### src/hw/rtl/char_lcd_nibble_writer_assert.svh
// assertion macros for the character lcd nibble writer
`ifndef CHAR_LCD_NIBBLE_WRITER_ASSERT_SVH
`define CHAR_LCD_NIBBLE_WRITER_ASSERT_SVH

`ifndef ASSERT_OFF
`define CLN_ASSERT_HOLDS(lbl, clk, rst_n, prop) \
    lbl: assert property (@(posedge clk) disable iff (!rst_n) (prop)) \
        else $error("char lcd writer: assertion failed");
`define CLN_ASSERT_NEXT(lbl, clk, rst_n, pre, post) \
    lbl: assert property (@(posedge clk) disable iff (!rst_n) (pre) |=> (post)) \
        else $error("char lcd writer: assertion failed");
`else
`define CLN_ASSERT_HOLDS(lbl, clk, rst_n, prop)
`define CLN_ASSERT_NEXT(lbl, clk, rst_n, pre, post)
`endif

`endif

### src/hw/rtl/cln_pkg.sv
// shared types, constants and tables of the character lcd nibble writer
package cln_pkg;

    localparam int Columns = 16;
    localparam int Rows    = 2;

    localparam int TickW = 20;
    localparam int HoldW = 21;

    localparam logic [2:0] KindInit   = 3'd0;
    localparam logic [2:0] KindCmd    = 3'd1;
    localparam logic [2:0] KindData   = 3'd2;
    localparam logic [2:0] KindCursor = 3'd3;
    localparam logic [2:0] KindClear  = 3'd4;
    localparam logic [2:0] KindMode   = 3'd5;

    localparam logic [1:0] CfgStrobe  = 2'd0;
    localparam logic [1:0] CfgSettle  = 2'd1;
    localparam logic [1:0] CfgPowerUp = 2'd2;

    localparam logic [7:0] CmdFunctionSet = 8'h28;
    localparam logic [7:0] CmdEntryMode   = 8'h06;
    localparam logic [7:0] CmdDisplayOn   = 8'h0C;
    localparam logic [7:0] CmdClear       = 8'h01;
    localparam logic [7:0] CmdSetAddress  = 8'h80;

    // pause, four wake-up pulses, four setup bytes
    localparam int InitSteps = 25;

    typedef struct packed {
        logic [2:0] kind;
        logic [7:0] byte_value;
        logic [7:0] column;
        logic [7:0] row;
        logic [1:0] display_mode;
    } t_in;

    typedef struct packed {
        logic             reg_select;
        logic             enable_level;
        logic [3:0]       data_nibble;
        logic [HoldW-1:0] hold_ticks;
        logic             last;
    } t_out;

    // one job for the sequencer
    typedef struct packed {
        logic       is_init;
        logic       rs;
        logic [7:0] value;
        logic       settle;
    } t_job;

    typedef struct packed {
        logic valid;
        t_job job;
    } t_job_chan;

    function automatic logic [7:0] mode_cmd(input logic [1:0] mode);
        logic [7:0] c;
        case (mode)
            2'd0:    c = 8'h08;
            2'd1:    c = CmdDisplayOn;
            2'd2:    c = 8'h0E;
            default: c = 8'h0F;
        endcase
        return c;
    endfunction

    function automatic logic [7:0] init_byte(input logic [1:0] idx);
        logic [7:0] c;
        case (idx)
            2'd0:    c = CmdFunctionSet;
            2'd1:    c = CmdEntryMode;
            2'd2:    c = CmdDisplayOn;
            default: c = CmdClear;
        endcase
        return c;
    endfunction

    // nibble of the given enable pulse within init, pulses counted from zero
    function automatic logic [3:0] init_nibble(input logic [3:0] pulse_idx);
        logic [3:0] n;
        logic [3:0] off;
        logic [7:0] b;
        off = pulse_idx - 4'd4;
        b   = init_byte(off[2:1]);
        if (pulse_idx < 4'd3) begin
            n = 4'h3;
        end else if (pulse_idx == 4'd3) begin
            n = 4'h2;
        end else if (off[0]) begin
            n = b[3:0];
        end else begin
            n = b[7:4];
        end
        return n;
    endfunction

endpackage

### src/hw/rtl/cln_front.sv
// front end: takes requests, turns them into byte jobs and queues them
module cln_front (
    input  logic             i_clk,
    input  logic             i_rst_n,
    input  logic             push,
    input  cln_pkg::t_in     i_in,
    output logic             full,
    output cln_pkg::t_job_chan o_job,
    input  logic             i_job_take
);
    import cln_pkg::*;

    t_job       w_job;
    logic       w_job_ok;
    logic [7:0] w_col;
    logic [7:0] w_row;
    logic       w_wr;
    logic       w_rd;

    t_job       r_q [2];
    logic       r_wr_ptr;
    logic       r_rd_ptr;
    logic [1:0] r_cnt;
    logic       n_wr_ptr;
    logic       n_rd_ptr;
    logic [1:0] n_cnt;

    always_comb begin
        w_col = (i_in.column >= 8'(Columns)) ? 8'd0 : i_in.column;
        w_row = (i_in.row >= 8'(Rows)) ? 8'd0 : i_in.row;
        w_job_ok = 1'b1;
        w_job = '{is_init: 1'b0, rs: 1'b0, value: i_in.byte_value, settle: 1'b0};
        case (i_in.kind)
            KindInit: begin
                w_job.is_init = 1'b1;
            end
            KindCmd: begin
                w_job.rs = 1'b0;
            end
            KindData: begin
                w_job.rs = 1'b1;
            end
            KindCursor: begin
                w_job.value = CmdSetAddress | (w_row << 6) | w_col;
            end
            KindClear: begin
                w_job.value  = CmdClear;
                w_job.settle = 1'b1;
            end
            KindMode: begin
                w_job.value = mode_cmd(i_in.display_mode);
            end
            default: begin
                // unused kinds are taken and dropped
                w_job_ok = 1'b0;
            end
        endcase
    end

    assign full  = (r_cnt == 2'd2);
    assign w_wr  = push && !full && w_job_ok;
    assign w_rd  = i_job_take && (r_cnt != 2'd0);

    assign o_job.valid = (r_cnt != 2'd0);
    assign o_job.job   = r_q[r_rd_ptr];

    always_comb begin
        n_wr_ptr = w_wr ? ~r_wr_ptr : r_wr_ptr;
        n_rd_ptr = w_rd ? ~r_rd_ptr : r_rd_ptr;
        n_cnt    = r_cnt + {1'b0, w_wr} - {1'b0, w_rd};
    end

    always_ff @(posedge i_clk) begin
        if (!i_rst_n) begin
            r_wr_ptr <= 1'b0;
            r_rd_ptr <= 1'b0;
            r_cnt    <= 2'd0;
        end else begin
            r_wr_ptr <= n_wr_ptr;
            r_rd_ptr <= n_rd_ptr;
            r_cnt    <= n_cnt;
        end
    end

    always_ff @(posedge i_clk) begin
        if (w_wr) begin
            r_q[r_wr_ptr] <= w_job;
        end
    end

endmodule

### src/hw/rtl/cln_back.sv
// back end: steps through the pin states of each job into a small result queue
module cln_back (
    input  logic                      i_clk,
    input  logic                      i_rst_n,
    input  cln_pkg::t_job_chan        i_job,
    output logic                      o_job_take,
    input  logic [cln_pkg::TickW-1:0] i_strobe_ticks,
    input  logic [cln_pkg::TickW-1:0] i_settle_ticks,
    input  logic [cln_pkg::TickW-1:0] i_power_up_ticks,
    output logic                      empty,
    input  logic                      pop,
    output cln_pkg::t_out             o_out
);
    import cln_pkg::*;

    logic       r_busy;
    t_job       r_job;
    logic [4:0] r_step;
    logic       n_busy;
    logic [4:0] n_step;

    t_out       r_buf [2];
    logic       r_wr_ptr;
    logic       r_rd_ptr;
    logic [1:0] r_cnt;

    t_out       w_pin;
    logic       w_settle;
    logic [4:0] w_p;
    logic [3:0] w_pulse;
    logic       w_pop;
    logic       w_room;
    logic       w_emit;
    logic       w_load;

    // pin state for the current step
    always_comb begin
        w_p     = r_step - 5'd1;
        w_pulse = w_p[4:1];
        w_pin.reg_select = r_job.rs;
        if (r_job.is_init) begin
            w_pin.enable_level = ~w_p[0];
            w_pin.data_nibble  = init_nibble(w_pulse);
            w_settle = (w_pulse < 4'd4) || (w_pulse == 4'd11);
            w_pin.last = (r_step == 5'(InitSteps - 1));
        end else begin
            w_pin.enable_level = ~r_step[0];
            w_pin.data_nibble  = r_step[1] ? r_job.value[3:0] : r_job.value[7:4];
            w_settle   = r_job.settle && r_step[1];
            w_pin.last = (r_step[1:0] == 2'd3);
        end
        if (w_pin.enable_level) begin
            w_pin.hold_ticks = {1'b0, i_strobe_ticks};
        end else begin
            w_pin.hold_ticks = {1'b0, i_strobe_ticks}
                + (w_settle ? {1'b0, i_settle_ticks} : {HoldW{1'b0}});
        end
        // opening pause of init, all pins low
        if (r_job.is_init && (r_step == 5'd0)) begin
            w_pin.reg_select   = 1'b0;
            w_pin.enable_level = 1'b0;
            w_pin.data_nibble  = 4'h0;
            w_pin.hold_ticks   = {1'b0, i_power_up_ticks};
        end
    end

    assign empty  = (r_cnt == 2'd0);
    assign w_pop  = pop && !empty;
    assign w_room = (r_cnt != 2'd2) || w_pop;
    assign w_emit = r_busy && w_room;
    assign w_load = i_job.valid && (!r_busy || (w_emit && w_pin.last));
    assign o_job_take = w_load;
    assign o_out  = r_buf[r_rd_ptr];

    always_comb begin
        n_busy = r_busy;
        n_step = r_step;
        if (w_load) begin
            n_busy = 1'b1;
            n_step = 5'd0;
        end else if (w_emit) begin
            n_busy = !w_pin.last;
            n_step = r_step + 5'd1;
        end
    end

    always_ff @(posedge i_clk) begin
        if (!i_rst_n) begin
            r_busy   <= 1'b0;
            r_step   <= 5'd0;
            r_wr_ptr <= 1'b0;
            r_rd_ptr <= 1'b0;
            r_cnt    <= 2'd0;
        end else begin
            r_busy   <= n_busy;
            r_step   <= n_step;
            r_wr_ptr <= w_emit ? ~r_wr_ptr : r_wr_ptr;
            r_rd_ptr <= w_pop ? ~r_rd_ptr : r_rd_ptr;
            r_cnt    <= r_cnt + {1'b0, w_emit} - {1'b0, w_pop};
        end
    end

    always_ff @(posedge i_clk) begin
        if (w_load) begin
            r_job <= i_job.job;
        end
        if (w_emit) begin
            r_buf[r_wr_ptr] <= w_pin;
        end
    end

endmodule

### src/hw/rtl/char_lcd_nibble_writer.sv
// top level of the character lcd 4-bit nibble writer
// Requests go in through a push/full queue port and come out as pin states
// (register select, enable, D7..D4, hold time, last flag) through an
// empty/pop queue port, oldest first. A byte request (command, data, set
// cursor, clear, display mode) gives four pin states, an init request 25,
// and an unused kind is taken with no result. The back-end sequencer makes
// one pin state per clock while the result queue has room; a two-job queue
// in front and a two-beat result queue behind let requests arrive and
// results leave at their own pace. The three timing registers are written
// through the cfg port, which is always ready; the user must write them only
// while the block is idle, as the block itself does not enforce this.
module char_lcd_nibble_writer (
    input  logic                      i_clk,
    input  logic                      i_rst_n,
    input  logic                      push,
    input  cln_pkg::t_in              i_in,
    output logic                      full,
    output logic                      empty,
    input  logic                      pop,
    output cln_pkg::t_out             o_out,
    input  logic                      i_cfg_valid,
    output logic                      o_cfg_ready,
    input  logic [1:0]                i_cfg_index,
    input  logic [cln_pkg::TickW-1:0] i_cfg_data
);
    import cln_pkg::*;

`include "char_lcd_nibble_writer_assert.svh"

    logic [TickW-1:0] r_strobe_ticks;
    logic [TickW-1:0] r_settle_ticks;
    logic [TickW-1:0] r_power_up_ticks;

    t_job_chan w_job;
    logic      w_job_take;

    assign o_cfg_ready = 1'b1;

    always_ff @(posedge i_clk) begin
        if (!i_rst_n) begin
            r_strobe_ticks   <= TickW'(100);
            r_settle_ticks   <= TickW'(50000);
            r_power_up_ticks <= TickW'(500000);
        end else if (i_cfg_valid && o_cfg_ready) begin
            case (i_cfg_index)
                CfgStrobe:  r_strobe_ticks   <= i_cfg_data;
                CfgSettle:  r_settle_ticks   <= i_cfg_data;
                CfgPowerUp: r_power_up_ticks <= i_cfg_data;
                default: begin
                end
            endcase
        end
    end

    cln_front u_front (
        .i_clk      (i_clk),
        .i_rst_n    (i_rst_n),
        .push       (push),
        .i_in       (i_in),
        .full       (full),
        .o_job      (w_job),
        .i_job_take (w_job_take)
    );

    cln_back u_back (
        .i_clk            (i_clk),
        .i_rst_n          (i_rst_n),
        .i_job            (w_job),
        .o_job_take       (w_job_take),
        .i_strobe_ticks   (r_strobe_ticks),
        .i_settle_ticks   (r_settle_ticks),
        .i_power_up_ticks (r_power_up_ticks),
        .empty            (empty),
        .pop              (pop),
        .o_out            (o_out)
    );

    // a job is only taken when one is queued
    `CLN_ASSERT_HOLDS(a_take_needs_job, i_clk, i_rst_n, !w_job_take || w_job.valid)
    // an empty job queue never reports full
    `CLN_ASSERT_HOLDS(a_full_needs_jobs, i_clk, i_rst_n, w_job.valid || !full)
    // a waiting beat that is not popped stays waiting
    `CLN_ASSERT_NEXT(a_result_kept, i_clk, i_rst_n, !empty && !pop, !empty)

endmodule

### config.mk
export PLATFORM = sky130hd
export DESIGN_NAME = char_lcd_nibble_writer
export DESIGN_NICKNAME = d
export VERILOG_FILES = /design/src/hw/rtl/cln_pkg.sv /design/src/hw/rtl/cln_front.sv /design/src/hw/rtl/cln_back.sv /design/src/hw/rtl/char_lcd_nibble_writer.sv
export VERILOG_INCLUDE_DIRS = /design/src /design/src/hw/rtl
export SDC_FILE = /design/constraint.sdc
export NUM_CORES = 1
export LEC_CHECK = 0
export ABC_CLOCK_PERIOD_IN_PS = 11200
export BUFFER_PORTS_ARGS = -buffer_cell sky130_fd_sc_hd__buf_4
export CAP_MARGIN = 0
export CORE_MARGIN = 5
export CORE_UTILIZATION = 50
export DETAILED_ROUTE_END_ITERATION = 6
export PLACE_DENSITY_LB_ADDON = 0.15
export SLEW_MARGIN = 20
export SYNTH_ARGS = -nofsm -noshare
export SYNTH_HDL_FRONTEND = slang
export SYNTH_SLANG_ARGS = --single-unit
### constraint.sdc
create_clock -name i_clk -period 11.2 [get_ports i_clk]
set_input_delay 0.56 -clock i_clk [delete_from_list [all_inputs] [get_ports i_clk]]
set_output_delay 0.56 -clock i_clk [all_outputs]
set_load 0.1 [all_outputs]
Word level (Yosys, flattened, before mapping):

Memories as Yosys holds them, arrays and structs flattened. A register that Yosys moved wholly into a read port is not among the register bits.
Cells that the tools add are included.

* order comparisons: 4
* reductions and logical operators: 29
* multiplexer cells: 27
* $add $sub $neg: 8
* equal/unequal tests: 17
* bitwise gates (word level): 8

Operator list (count)
* 27-bit two-way mux: 1
* 8-bit case mux with 3 select lines: 1
* 20-bit by 21-bit adder with 21-bit output: 1
* 21-bit two-way mux: 1
* 20-bit two-way mux: 1
* 6-bit case mux with 3 select lines: 1
* 4-bit two-way mux: 4
* 1-bit two-way mux: 15
* 2-bit equality test, second input constant: 5
* 1-bit logical AND: 9
* 3-bit case mux with 3 select lines: 1
* 8-bit by 2-bit greater-or-equal comparator with 1-bit output, second input constant: 1
* 8-bit by 5-bit greater-or-equal comparator with 1-bit output, second input constant: 1
* 2-bit logical NOT: 4
* 8-bit two-way mux: 1
* 8-bit OR: 1
* 1-bit NOT: 7
* 2-bit by 1-bit equality test with 1-bit output, second input constant: 3
* 3-bit by 2-bit equality test with 1-bit output, second input constant: 2
* 3-bit equality test, second input constant: 2
* 2-bit AND reduction: 3
* 6-bit OR reduction: 1
* 5-bit by 1-bit adder with 5-bit output, second input constant: 1
* 5-bit equality test, second input constant: 1
* other kinds (17): 25

* logic and storage cells: 106
* memories: 2
* output and inout bits: 31
* input bits: 56
* flip-flop bits (word level): 74
* RAM bits: 78

Memory list
* u_back.r_buf: words 2, width 28, rd ports 1, clocked after Yosys merged registers in 1, write ports 1, line cln_back.sv:22 `t_out r_buf [2];`
* u_front.r_q: words 2, width 11, rd ports 1, clocked after Yosys merged registers in 1, write ports 1, line cln_front.sv:20 `t_job r_q [2];`

Logic depth before layout (Yosys ltp):

Gate-level depths: netlist of the first run.

* depth in word-level cells: 10
* gate-level depth with buffers: 19
* mapped depth without buffers: 17

Hierarchy:

From an unflattened synthesis of the first run, not the netlist that was laid out.

* cell total of the unflattened synthesis: 781
* area total of the unflattened synthesis: 8394.3 um^2

By module, submodules not included
* cln_back: seq. area each 2232.1 um^2, times used 1, area each 4729.5 um^2, cells each 440
* char_lcd_nibble_writer: seq. area each 1201.2 um^2, times used 1, area each 2369.8 um^2, cells each 237
* cln_front: seq. area each 760.7 um^2, times used 1, area each 1295.0 um^2, cells each 104

Worst setup path after synthesis of the first run:

No wires, ideal clock.

* kind: register to register
* from: reg u_back.r_step[1]
* to: mem u_back.r_buf[0][15] (netlist name) (data pin)
* stages on the path, launching flop included: 19
* data required time: 10.935 ns
* clock period less this slack: 3.637 ns
* data arrival time: 3.372 ns
* path buffers: 2
* library setup time: 0.265 ns
* path slack: 7.563 ns
* cell sequence: dfxtp_1 > buf_2 > inv_1 > ha_1 > xnor2_1 > nor3_1 > o21ai_1 > o21ai_1 > clkbuf_2 > and2_1 > ha_1 > fa_1 > a211oi_2 > nor4b_4 > o21ai_2 > nand2b_1 > a211oi_2 > xor2_1 > o22ai_1

RTL lines
* from (decl): line cln_back.sv:18 `logic [4:0] r_step;`
* from (signal assigned): line cln_back.sv:96 `r_step <= n_step;`
* to (decl): line cln_back.sv:22

==> results of run 1 <==
## area by class of cell
cell class                 instances  area (um^2)
clock buffer                      19          433
clock inverter                    13          158
fill                            1374         6410
inverter                          16         60.1
multi-input combinational        589         3740
sequential                       164         4170
tap                              216          270
timing repair buffer              93          698
## power by group
part / total, mW / switching [mW] / internal (mW)
clock network: 0.577 / 0.227 / 0.350
registers: 0.840 / 0.0467 / 0.794
logic: 1.07 / 0.774 / 0.295
total: 2.49 / 1.05 / 1.44
## kinds of logic after synthesis
kind of cell,Yosys count,synth area share (%)
other cells,1,0.0460
mux,48,6.53
fa+ha+maj,31,4.85
buf+inv,61,3.04
flops,164,51.2
simple gates,318,17.9
compound gates,163,13.4
xor+xnor,28,3.01
## through the flow
step           hold WS, ns  cells  utilization [%]
5_1_grt              0.368   1110             59.8
6_report             0.364   1110             59.8
3_3_place_gp         0.447   1078             56.1
4_1_cts              0.344   1110             59.8
2_1_floorplan        0.432    814                -
3_5_place_dp         0.453   1078             56.1
## registers in the layout, indices dropped and copies added (netlist names), 2 cells and up, named ones only
signal            cells
r_power_up_ticks     20
r_settle_ticks       20
u_back.r_cnt          2
u_back.r_job         11
u_back.r_step         5
r_strobe_ticks       20
u_back.r_buf         56
u_front.r_cnt         2
u_front.r_q          22
## per-layer routing
metal	share of wire [%]	wire length, um	up-vias
met5	0	0	-
met3	7.3	1360	24
li1	-	-	2992
met2	44	8120	197
met4	1.5	273	0
met1	47	8790	2839
## final timing paths
| check | startpoint | end | slack (ns) | depth (start not counted) |
|---|---|---|---|---|
| hold reg to reg | r_settle_ticks[18] | r_settle_ticks[18] | 0.46 | 2 |
| setup / recovery | u_back.r_step[1] | u_back.r_buf[0][15] | 6.95 | 17 |
| hold / removal | i_cfg_data[5] | r_power_up_ticks[5] | 0.36 | 3 |
| setup reg to reg | u_back.r_step[1] | u_back.r_buf[0][15] | 6.95 | 17 |
## cells in the mapped netlist, types with 22 or more instances
library cell / count
a21boi_0: 46
a21oi_1: 41
and2_1: 29
clkbuf_1: 33
dfxtp_1: 75
edfxtp_1: 89
ha_1: 30
mux2_2: 41
nand2_1: 163
nand3_1: 22
nor2_1: 56
o21ai_0: 24
## tightest hold or removal path: stages
cell and delay, ns:
buf_4 0.09, nand2_1 0.04, nand3_1 0.06
==> flow_summary.json, run 1 <==
{
  "relSlewSlack_pct": 32.0,
  "hold_violations": 0,
  "drtPass1Iterations": 5,
  "synth.avg_cell_area_um2": 10.0,
  "grt.busiest_layer": "met2",
  "final.period_utilization_pct": 37.9,
  "drt_iter0_drc": 336,
  "post-place-ws_ns": 7.04,
  "yosys-top-cells-area": "edfxtp_1 33%, dfxtp_1 18%, nand2_1 7.5%",
  "setup_viol": 0,
  "cpLargestDelayFamily": "compound AO/OA/AOI/OAI gates",
  "cts_tree": "yes",
  "synth-edff-count": 89,
  "drtAntennaViolNets": 0,
  "cts_root_buffer": "clkbuf_16",
  "clkTransAtPathRegs_ns": 0.06,
  "cts_setup_buffers": 0,
  "max_cap_violations": 0,
  "ys_warn_count": 0,
  "io_buffer_count": 85,
  "start_util_pct": 51.1,
  "required_ns": 11.35,
  "period_minus_slack_ns": 4.25,
  "wl_um": 18500,
  "gp_congestion": 0.932,
  "yosysSeqAreaShare_pct": 51.2,
  "arrival_ns": 4.40,
  "crit_path_end_kind": "flip-flop",
  "grtUsageMet3_pct": 4.49,
  "synth-seq-cells": 164,
  "grt_pass1_wl_um": 30100,
  "grt_start_max_net_pins": 72,
  "ioPinCount": 87,
  "critPathKind": "reg2reg",
  "grt_setup_unrepaired": "false",
  "tightest_slew_ns": 1.02,
  "irDropWorstVdd_v": 0.000190,
  "path_cells": "inv_1, ha_1, xnor2_1, nor3_1, o21ai_1, o21ai_1, buf_4, and2_1, ha_1, fa_1, a211oi_2, nor4b_4, o21ai_2, nand2b_1, a211oi_2, xor2_1, o22ai_1",
  "synth.net_count": 901,
  "die_h_um": 138,
  "drive_above_1_share_pct": 20.0,
  "slowest_delay_ns": 0.58,
  "hp-class": "in2reg",
  "synth_top_cell_area_share_pct": 32.8,
  "syn-instance-count": 814,
  "critPathMaxFanout": 20,
  "grt_overflow": 0,
  "fin_skew_ns": 0.00807,
  "crit_buf_inv": 2,
  "power_density_mw_per_mm2": 261,
  "cts_hold_buf": 0,
  "syn2layout_area_growth_pct": 17.0,
  "dieArea_mm2": 0.0189,
  "vias_per_cell": 5.45,
  "power_mw": 2.49,
  "dpl_cell_area_mm2": 0.00894,
  "layout_common_cells": "163 x nand2_1, 93 x buf_4, 89 x edfxtp_1",
  "clk_path_buf_depth": 2,
  "syn_area_mm2": 0.00815,
  "nNetsFinal": 968,
  "grtUsageMet1_pct": 29.7,
  "use_met2_pct": 30.5,
  "p_leak_nw": 3.62,
  "grt_pass1_vias": 5893,
  "track_usage_pct": 20.5,
  "numCtsBuffers": 17,
  "maxSlewViolCount": 0,
  "fin_tns_setup_ns": 0,
  "drc": 0,
  "stdcell_area_mm2": 0.00953,
  "diodes": 0,
  "synth_largest_area_cell": "edfxtp_1",
  "core_mm2": 0.0159,
  "placementRows": 46,
  "die_x_um": 138,
  "ctsHtreeMaxLevel": 4,
  "synthFlopType": "edfxtp_1",
  "worst_slack_ns": 6.95,
  "cts_resized": 0,
  "cts_sinks": 164,
  "grt_antenna_before_repair": 0,
  "fmax_mhz": 236,
  "status": "finished, final reports clean",
  "hpwlAfterDp_um": 13200,
  "async_reset_ff_share_pct": 0,
  "slowest_stage": "dfxtp_1",
  "drt-wirelength-per-cell_um": 16.7,
  "clock_latency_ns": 0.42,
  "yosysUniqueCellTypes": 61,
  "layout_commonest_cell": "nand2_1",
  "start_kind": "flip-flop",
  "vias": 6052
}
Note: power is estimated with default switching activity, not from simulation.
==> inputs of run 2 (changes only) <==
--- a/config.mk
+++ b/config.mk
@@ -6,7 +6,7 @@
 export SDC_FILE = /design/constraint.sdc
 export NUM_CORES = 1
 export LEC_CHECK = 0
-export ABC_CLOCK_PERIOD_IN_PS = 11200
+export ABC_CLOCK_PERIOD_IN_PS = 4400
 export BUFFER_PORTS_ARGS = -buffer_cell sky130_fd_sc_hd__buf_4
 export CAP_MARGIN = 0
 export CORE_MARGIN = 5
==> constraint.sdc (replaced) <==
create_clock -name i_clk -period 4.4 [get_ports i_clk]
set_input_delay 0.22 -clock i_clk [delete_from_list [all_inputs] [get_ports i_clk]]
set_output_delay 0.22 -clock i_clk [all_outputs]
set_load 0.1 [all_outputs]
==> flow_summary.json, run 2 (synthesis results as in run 1) <==
{
  "status": "finished, final reports clean",
  "hp-class": "in2reg",
  "final_util_pct": 60.0,
  "clock_latency_ns": 0.43,
  "clkTransAtPathRegs_ns": 0.06,
  "top_register": "u_back.r_buf",
  "layout_commonest_cell": "nand2_1",
  "stdcell_area_mm2": 0.00957,
  "grt_pass1_vias": 5906,
  "start_kind": "flip-flop",
  "irDropWorstVdd_v": 0.000410,
  "setup_viol": 0,
  "drtAntennaViolNets": 0,
  "relSlewSlack_pct": 31.1,
  "diodes": 0,
  "final.period_utilization_pct": 89.8,
  "fillers": 1366,
  "power_density_mw_per_mm2": 668,
  "multi_input_area_mm2": 0.00374,
  "max_cap_violations": 0,
  "numCtsBuffers": 17,
  "drt_iter0_drc": 370,
  "die_h_um": 138,
  "fin_skew_ns": 0.00897,
  "die_x_um": 138,
  "grt_start_max_net_pins": 72,
  "arrival_ns": 4.16,
  "required_ns": 4.61,
  "critPathMaxFanout": 8,
  "placementRows": 46,
  "maxSlewViolCount": 0,
  "drt-wirelength-per-cell_um": 16.6,
  "io_buffer_count": 85,
  "nNetsFinal": 970,
  "dpl_cell_area_mm2": 0.00896,
  "ctsHtreeMaxLevel": 4,
  "grt_pass1_wl_um": 30300,
  "cts_sinks": 164,
  "grt_overflow": 0,
  "cts_tree": "yes",
  "worst_slack_ns": 0.451,
  "p_leak_nw": 3.65,
  "vias_per_cell": 5.47,
  "cts_root_buffer": "clkbuf_16",
  "power_mw": 6.40,
  "track_usage_pct": 20.7,
  "crit_path_end_kind": "flip-flop",
  "seq_area_mm2": 0.00418,
  "core_mm2": 0.0159,
  "wl_um": 18500,
  "drive_above_1_share_pct": 20.8,
  "grt_antenna_before_repair": 0,
  "gp_congestion": 0.955,
  "tightest_slew_ns": 1.03,
  "clk_path_buf_depth": 2,
  "layout_common_cells": "163 x nand2_1, 95 x buf_4, 89 x edfxtp_1",
  "period_minus_slack_ns": 3.95,
  "drc": 0,
  "syn2layout_area_growth_pct": 17.5,
  "largest_reg_flops": 56,
  "vias": 6086,
  "dieArea_mm2": 0.0189,
  "post-place-ws_ns": 0.402,
  "hold_violations": 0,
  "drtPass1Iterations": 6,
  "critPathKind": "reg2reg",
  "fmax_mhz": 253,
  "grt_setup_unrepaired": "false",
  "largestRegisters": "u_back.r_buf (56), u_front.r_q (22)",
  "fin_tns_setup_ns": 0,
  "start_util_pct": 51.1,
  "ioPinCount": 87,
  "hpwlAfterDp_um": 13200
}
run 2: worst paths after layout:
kind                            from                   end  slack (ns)  cells past startpoint
setup / recovery    u_back.r_step[0]   u_back.r_buf[0][11]        0.45                     15
hold / removal        i_cfg_data[13]  r_power_up_ticks[13]        0.02                      3
setup reg to reg    u_back.r_step[0]   u_back.r_buf[0][11]        0.45                     15
hold reg to reg   r_settle_ticks[19]    r_settle_ticks[19]        0.47                      2
run 2: timing repair:
item,CTS,global route
resized for setup,0,1
buffers inserted,0,0
setup endpoints to repair,0,4
hold buffers,0,0
run 2: worst max-delay path, stage by stage, from the launching register on:
cell and delay [ns]:
dfxtp_2 0.44, inv_1 0.09, ha_1 0.25, xnor2_1 0.35, nor3_1 0.10, o21ai_1 0.14
o21ai_1 0.17, and2_1 0.23, ha_1 0.20, fa_1 0.45, a211oi_2 0.36, nor4b_4 0.10
nor3b_1 0.34, xnor2_1 0.17, nand2_1 0.07, a21oi_1 0.29
run 2: through the flow:
step	hold WS, ns	instances
floorplan	0.344	814
global placement	0.447	1080
detailed placement	0.449	1080
CTS	0.0144	1112
global route	0.0265	1112
finish	0.0226	1112
run 2: power breakdown:
part           internal (mW)  total, mW  switching, mW
combinational          0.757       2.73           1.97
sequential              2.02       2.14          0.115
clock                  0.946       1.54          0.591
run 2: area by class of cell:
cell class              instances  area share, %
clock buffers                  18           4.48
clock inverters                14           1.95
inverters                      16          0.627
multi-input cells             589           39.1
flip-flops and latches        164           43.6
well taps                     216           2.82
repair buffers                 95           7.45
run 2: layer usage:
layer,track usage (%),up-vias,wire (um)
met2,30.8,191,8160
met4,5.71,0,149
li1,-,2985,-
met3,4.31,8,1230
met1,30.5,2902,8950
met5,0,-,0
